**src/sv/mmsa_ram.sv**
```systemverilog
// Generic simple dual-port RAM: one write port, one registered read port.
`default_nettype none

module mmsa_ram #(
    parameter int WIDTH = 16,
    parameter int DEPTH = 16,
    localparam int AW = $clog2(DEPTH)
) (
    input  wire logic             i_clk,
    input  wire logic             i_we,
    input  wire logic [AW-1:0]    i_waddr,
    input  wire logic [WIDTH-1:0] i_wdata,
    input  wire logic             i_re,
    input  wire logic [AW-1:0]    i_raddr,
    output logic      [WIDTH-1:0] o_rdata
);

    logic [WIDTH-1:0] r_mem [DEPTH];
    logic [WIDTH-1:0] r_q;

    always_ff @(posedge i_clk) begin
        if (i_we) begin
            r_mem[i_waddr] <= i_wdata;
        end
        // hold the last read word until the next read
        if (i_re) begin
            r_q <= r_mem[i_raddr];
        end
    end

    assign o_rdata = r_q;

endmodule

`default_nettype wire

```
**config.mk**
```make
export PLATFORM = sky130hd
export DESIGN_NAME = mmsa_ram
export DESIGN_NICKNAME = d
export VERILOG_FILES = /design/src/sv/mmsa_ram.sv
export SDC_FILE = /design/constraint.sdc
export NUM_CORES = 1
export LEC_CHECK = 0
export BUFFER_PORTS_ARGS = -buffer_cell sky130_fd_sc_hd__buf_2
export CAP_MARGIN = 10
export CORE_MARGIN = 5
export CORE_UTILIZATION = 53
export DETAILED_ROUTE_END_ITERATION = 16
export GPL_TIMING_DRIVEN = 0
export PLACE_DENSITY = 0.7
export SYNTH_ARGS = -nofsm -noshare
export SYNTH_HDL_FRONTEND = slang
export SYNTH_SLANG_ARGS = --single-unit
```
**constraint.sdc**
```tcl
create_clock -name i_clk -period 2.9 [get_ports i_clk]
set_input_delay 0.58 -clock i_clk [delete_from_list [all_inputs] [get_ports i_clk]]
set_output_delay 0.58 -clock i_clk [all_outputs]
set_load 0.03 [all_outputs]
```
==> insert_results.sql, run 1 <==
INSERT INTO impl_metrics (metric_group, metric, value, unit) VALUES
('yosys', 'netlist_instances', '432', ''),
('setup_path', 'critical_path.max_stage_delay', '0.71', 'ns'),
('yosys', 'syn_nets', '459', ''),
('setup_path', 'crit_cells', '5', ''),
('setup_path', 'crit_path_cell_trace', 'buf_2 -> buf_1 -> mux4_1 -> a22oi_1 -> nand2_1', ''),
('sta', 'finalSetupViolations', '0', ''),
('worst_hold_path', 'worstHoldStart', 'i_wdata[3]', ''),
('clock_tree', 'cts_resized', '0', ''),
('detailed_routing', 'detail_route.wirelength', '21250', 'um'),
('clock_tree', 'clock_slew_at_the_register_clock_pins_of_the_worst_setup_and_hold_paths', '0.06', 'ns'),
('yosys', 'synthesis.yosys.warnings', '0', ''),
('clock_tree', 'cts_made_buffers', '27', ''),
('placed_design', 'gp_routability_congestion', '0.7348', ''),
('setup_path', 'timing.rr.start', 'r_mem[3][13]$_DFFE_PP_', ''),
('detailed_routing', 'wire_per_inst', '26.59', 'um'),
('layout', 'syn_to_final_growth', '17.35', '%'),
('worst_hold_path', 'worstHoldPathCells', '1', ''),
('clock_tree', 'clock_sink_count', '272', ''),
('floorplanning', 'dieArea', '22130', 'um^2'),
('power_and_ir_drop', 'vdd.ir_drop.worst', '0.5038', 'mV'),
('clock_tree', 'postCtsSetupRepairBufs', '0', ''),
('setup_path', 'setup.worst_path.start_class', 'primary input', ''),
('job', 'max_capacitance_violation_total', '0', ''),
('layout', 'nNetsFinal', '546', ''),
('sta', 'fin_skew', '0.008951', 'ns'),
('yosys', 'yosys.area.top_type', 'sky130_fd_sc_hd__edfxtp_1', ''),
('placed_design', 'place.port_buffers', '40', ''),
('layout', 'finish.cell_count_without_fillers', '799', ''),
('yosys', 'synthDistinctLibCells', '18', ''),
('yosys', 'synth.top_cell.area_share', '0.8005', ''),
('global_routing', 'grt_max_degree', '17', ''),
('global_routing', 'all_layer_gr_usage', '0.1949', ''),
('floorplanning', 'core_region_area', '18830', 'um^2'),
('sta', 'timing.final.crit_period', '2.025', 'ns'),
('setup_path', 'arrival', '2.30', 'ns'),
('setup_path', 'worst-path-buf-inv', '2', ''),
('sta', 'post-route-worst-setup-slack', '0.8751', 'ns'),
('sta', 'timing.final.crit_share', '0.6982', ''),
('sta', 'unrepaired_setup_endpoints_after_global_routing', 'no', ''),
('setup_path', 'r2r_cells', '3', ''),
('yosys', 'synth_seq_cells', '272', ''),
('global_routing', 'grt_pass1_wl', '31240', 'um'),
('setup_path', 'timing.critical_path.from', 'i_raddr[1]', ''),
('global_routing', 'grt_pass1_vias', '5077', ''),
('yosys', 'synth-main-ff-cell', 'sky130_fd_sc_hd__edfxtp_1', ''),
('setup_path', 'criticalPathCategory', 'primary input to register', ''),
('clock_tree', 'ctsRootBufferMaster', 'sky130_fd_sc_hd__clkbuf_16', ''),
('layout', 'layout-drive-gt1-share', '0.3340', ''),
('yosys', 'synth_edf_count', '272', ''),
('power_and_ir_drop', 'p_per_area', '703.7', 'nW/um^2'),
('setup_path', 'crit_path_top_delay_cell', 'sky130_fd_sc_hd__buf_1', ''),
('yosys', 'synth_most_common_cell', 'sky130_fd_sc_hd__edfxtp_1', ''),
('global_routing', 'number_of_antenna_violations_at_the_first_check_in_global_routing', '0', ''),
('detailed_routing', 'ant_nets', '0', ''),
('yosys', 'proportion_of_synthesized_flip_flops_having_asynchronous_set_or_reset', '0', ''),
('placed_design', 'pre_cts_ws', '0.3226', 'ns'),
('layout', 'n_antenna_cell', '0', ''),
('worst_hold_path', 'worstHoldPathType', 'primary input to register', ''),
('global_routing', 'global_route.overflow_total', '0', ''),
('detailed_routing', 'viasPerCell', '6.123', ''),
('clock_tree', 'cts_max_level', '1', ''),
('floorplanning', 'floorplan.initialDensity', '0.5419', ''),
('floorplanning', 'die_height', '148.8', 'um'),
('status', 'run_status', 'completed', ''),
('sta', 'slew_violations', '0', ''),
('setup_path', 'crit_fanout', '10', ''),
('clock_tree', 'clock_path_buffers', '3', ''),
('floorplanning', 'pin_count', '43', ''),
('clock_tree', 'insertion_delay', '0.52', 'ns'),
('yosys', 'synth_area', '10200', 'um^2'),
('yosys', 'synth.avg_cell_area', '23.62', 'um^2');
-- per-stage QoR --
step | hold WS [ns] | power (uW) | setup TNS, ns | area [um^2] | utilization
floorplan | 0.6789 | 4783 | 0 | 10200 | -
global placement | 0.7283 | 4939 | -64.39 | 10730 | 0.5698
detailed placement | 0.7354 | 4978 | 0 | 11060 | 0.5875
CTS | 0.4048 | 8483 | 0 | 11970 | 0.6359
global route | 0.4251 | 8668 | 0 | 11970 | 0.6359
finish | 0.4265 | 8426 | 0 | 11970 | 0.6359
-- final timing paths --
path                            slack (ns)                     to
worst max-delay path                  0.88  o_rdata[10]$_DFFE_PP_
worst min-delay path                  0.43  r_mem[7][3]$_DFFE_PP_
worst max register to register        1.36  o_rdata[13]$_DFFE_PP_
worst min register to register        0.74   o_rdata[0]$_DFFE_PP_
-- registers in the layout (all words and copies together) (netlist names) --
| name | cells |
|---|---|
| o_rdata | 16 |
| r_mem | 256 |
-- final cells by class --
type / instances / area, um^2 / area share
Clock buffer: 29 / 683.2 / 0.05705
Timing Repair Buffer: 58 / 484.2 / 0.04044
Clock inverter: 20 / 227.7 / 0.01902
Sequential cell: 272 / 8168 / 0.6821
Tap cell: 260 / 325.3 / 0.02717
Buffer: 21 / 123.9 / 0.01034
Multi-Input combinational cell: 139 / 1962 / 0.1638
-- where the power goes --
| part | switching, uW | internal (uW) | total, uW |
|---|---|---|---|
| Sequential | 22.1 | 4430 | 4450 |
| Clock | 1390 | 2150 | 3530 |
| Combinational | 273 | 169 | 441 |
| Total | 1680 | 6740 | 8430 |
-- cells in the final DEF, fill, tap and decap left out, types with 3 or more instances in the layout --
| cell type | synthesis | routed |
|---|---|---|
| sky130_fd_sc_hd__edfxtp_1 | 272 | 272 |
| sky130_fd_sc_hd__buf_8 | 0 | 13 |
| sky130_fd_sc_hd__clkinv_1 | 0 | 6 |
| sky130_fd_sc_hd__mux4_2 | 54 | 54 |
| sky130_fd_sc_hd__nand2_1 | 17 | 17 |
| sky130_fd_sc_hd__buf_4 | 3 | 3 |
| sky130_fd_sc_hd__nor2_2 | 0 | 12 |
| sky130_fd_sc_hd__clkbuf_1 | 8 | 10 |
| sky130_fd_sc_hd__a22oi_1 | 32 | 32 |
| sky130_fd_sc_hd__buf_2 | 3 | 43 |
| sky130_fd_sc_hd__bufinv_16 | 0 | 5 |
| sky130_fd_sc_hd__buf_1 | 3 | 3 |
| sky130_fd_sc_hd__mux4_1 | 10 | 10 |
| sky130_fd_sc_hd__clkbuf_16 | 0 | 27 |
| sky130_fd_sc_hd__nor3_2 | 0 | 4 |
| sky130_fd_sc_hd__buf_6 | 4 | 7 |
| sky130_fd_sc_hd__clkinv_2 | 0 | 6 |
-- cell families (layout without fill, tap and decap cells) --
family / Yosys count / count (layout) / share of synthesized area
multiplexers: 64 / 64 / 0.1449
AND/OR/NAND/NOR: 43 / 43 / 0.01888
flip-flops: 272 / 272 / 0.8005
buffers and inverters: 21 / 128 / 0.01214
AO/OA/AOI/OAI: 32 / 32 / 0.02354
-- layer usage --
layer	global-route usage	up-vias	wire length (um)
met5	0	-	0
met4	0.05126	0	533
met3	0.03069	44	1411
met2	0.3214	223	10560
met1	0.2781	2585	8741
li1	-	2040	-
(Power assumes the default switching activity.)
==> run 2, diff against run 1 <==
Settings changed: PLACE_DENSITY 0.7 to 0.73.
Clock period 2.9 ns to 1.85 ns, I/O delays scaled along.
==> run 2 against run 1 <==
  * Setup slack worse by 0.81 ns
  * Clock-buffer cell count up 2
  * Die area unchanged
  * Sequential power up 57%
  * Critical path type unchanged
  * Largest power group unchanged
  * Highest routed layer unchanged
==> insert_results.sql, run 2 (synthesis gave the netlist of run 1 again) <==
INSERT INTO impl_metrics (metric_group, metric, value, unit) VALUES
('status', 'run_status', 'completed', ''),
('detailed_routing', 'ant_nets', '0', ''),
('layout', 'finish.cell_count_without_fillers', '795', ''),
('sta', 'post-route-worst-setup-slack', '0.06064', 'ns'),
('clock_tree', 'clock_slew_at_the_register_clock_pins_of_the_worst_setup_and_hold_paths', '0.06', 'ns'),
('global_routing', 'grtUsageMet3', '0.04132', ''),
('layout', 'syn_to_final_growth', '15.78', '%'),
('setup_path', 'worst-path-buf-inv', '1', ''),
('clock_tree', 'postCtsSetupRepairBufs', '0', ''),
('layout', 'seq_area', '8168', 'um^2'),
('detailed_routing', 'initialDrtViolationCount', '618', ''),
('sta', 'slew_violations', '0', ''),
('sta', 'unrepaired_setup_endpoints_after_global_routing', 'no', ''),
('setup_path', 'critPathRequiredTime', '1.98', 'ns'),
('worst_hold_path', 'worstHoldPathType', 'primary input to register', ''),
('layout', 'mostFrequentLayoutCell', 'sky130_fd_sc_hd__edfxtp_1', ''),
('setup_path', 'criticalPathCategory', 'primary input to register', ''),
('clock_tree', 'ctsRootBufferMaster', 'sky130_fd_sc_hd__clkbuf_16', ''),
('clock_tree', 'tritoncts_clock_tree', 'built', ''),
('sta', 'max_slew_margin', '0.2666', ''),
('detailed_routing', 'viasPerCell', '6.052', ''),
('setup_path', 'setup.worst_path.start_class', 'primary input', ''),
('setup_path', 'critical_path.max_stage_delay', '0.86', 'ns'),
('clock_tree', 'clock_path_buffers', '3', ''),
('power_and_ir_drop', 'p_per_area', '1054', 'nW/um^2'),
('detailed_routing', 'dr.pass1.iters', '5', ''),
('setup_path', 'crit_fanout', '16', ''),
('sta', 'worstMarginPinSlew', '1.097', 'ns'),
('global_routing', 'gr-usage-met2', '0.3139', ''),
('clock_tree', 'cts_max_level', '1', ''),
('global_routing', 'grt_pass1_vias', '5063', ''),
('clock_tree', 'cts_made_buffers', '26', ''),
('sta', 'timing.final.crit_share', '0.9672', ''),
('detailed_routing', 'wire_per_inst', '26.02', 'um'),
('sta', 'finalSetupViolations', '0', ''),
('setup_path', 'arrival', '1.92', 'ns'),
('layout', 'registers.top_by_ff_count', 'r_mem', ''),
('setup_path', 'timing.critical_path.max_delay_family', 'simple AND/OR/NAND/NOR gates', ''),
('layout', 'largest_register_ffs', '256', ''),
('placed_design', 'pre_cts_ws', '-0.4921', 'ns'),
('sta', 'max_clock_freq', '558.9', 'MHz'),
('layout', 'multi_input_area', '1987', 'um^2'),
('placed_design', 'detailed_place_hpwl', '12940', 'um'),
('sta', 'fin_skew', '0.006102', 'ns'),
('sta', 'timing.final.crit_period', '1.789', 'ns'),
('detailed_routing', 'route.detailed.drc', '0', ''),
('floorplanning', 'pin_count', '43', ''),
('layout', 'mostFrequentLayoutCells', 'sky130_fd_sc_hd__edfxtp_1 (272), sky130_fd_sc_hd__mux4_2 (54), sky130_fd_sc_hd__buf_2 (43)', ''),
('detailed_routing', 'dr_total_vias', '4811', ''),
('job', 'max_capacitance_violation_total', '0', ''),
('global_routing', 'global_route.overflow_total', '0', ''),
('global_routing', 'grt_pass1_wl', '31050', 'um'),
('global_routing', 'all_layer_gr_usage', '0.1930', ''),
('setup_path', 'crit_path_top_delay_cell', 'sky130_fd_sc_hd__nor3_4', ''),
('clock_tree', 'hold_buffers', '0', ''),
('setup_path', 'crit_path_cell_trace', 'buf_2 -> or3b_2 -> nor3_4', ''),
('clock_tree', 'cts_resized', '0', ''),
('layout', 'filler_cell_count', '1265', ''),
('setup_path', 'timing.critical_path.to_type', 'register', ''),
('floorplanning', 'floorplan.initialDensity', '0.5419', ''),
('clock_tree', 'clock_sink_count', '272', ''),
('floorplanning', 'core_region_area', '18830', 'um^2'),
('layout', 'n_antenna_cell', '0', ''),
('global_routing', 'number_of_antenna_violations_at_the_first_check_in_global_routing', '0', ''),
('layout', 'nNetsFinal', '542', ''),
('floorplanning', 'die_height', '148.8', 'um'),
('floorplanning', 'num_rows', '50', ''),
('floorplanning', 'dieArea', '22130', 'um^2'),
('layout', 'postLayoutCoreUtil', '0.6274', ''),
('placed_design', 'gp_routability_congestion', '0.7508', ''),
('clock_tree', 'insertion_delay', '0.52', 'ns'),
('global_routing', 'use_met1', '0.2753', ''),
('detailed_routing', 'detail_route.wirelength', '20690', 'um'),
('floorplanning', 'chipWidth', '148.8', 'um'),
('power_and_ir_drop', 'power.leakage', '0.003811', 'uW'),
('sta', 'finalHoldViolations', '0', ''),
('placed_design', 'placedCellCount', '747', ''),
('global_routing', 'grt_max_degree', '17', ''),
('power_and_ir_drop', 'vdd.ir_drop.worst', '1.036', 'mV'),
('layout', 'layout-drive-gt1-share', '0.3196', ''),
('global_routing', 'globalRoute.busiestLayer', 'met2', ''),
('placed_design', 'place.port_buffers', '40', '');
-- run 2: worst paths after layout --
path	start	slack [ns]	cells past startpoint	to
max	i_waddr[2]	0.06	3	r_mem[0][3]$_DFFE_PP_
min	i_wdata[11]	0.22	1	r_mem[13][11]$_DFFE_PP_
max reg2reg	r_mem[1][10]$_DFFE_PP_	0.37	3	o_rdata[10]$_DFFE_PP_
min reg2reg	r_mem[13][0]$_DFFE_PP_	0.75	3	o_rdata[0]$_DFFE_PP_
-- run 2: metrics by stage --
step	total power, uW	instance area (um^2)	hold WS, ns	setup TNS, ns
after floorplan	7499	10230	0.4689	-7.440
after global placement	7741	10760	0.7267	-184.55
after detailed placement	7798	11040	0.7352	-25.27
after CTS	12540	11810	0.1980	0
after global routing	12860	11810	0.2111	0
final	12450	11810	0.2169	0
-- run 2: power by group --
group / switching [uW] / internal, uW / leakage [uW]
Clock: 2140 / 2650 / 0.000367
Sequential: 32.2 / 6940 / 0.00247
Combinational: 425 / 262 / 0.000972
-- run 2: final cells by class --
cell class	instances	share of cell area
Clock buffer	31	0.05846
Buffer	21	0.01070
Clock inverter	17	0.006672
Timing Repair Buffer	55	0.03707
Multi-Input combinational cell	139	0.1682
Sequential cell	272	0.6914
Tap cell	260	0.02754
-- run 2: layer usage --
layer / wire length (um) / up-vias
met2: 10220 / 239
met4: 372 / 0
li1: - / 2026
met1: 8452 / 2516
met3: 1646 / 30
met5: 0 / -
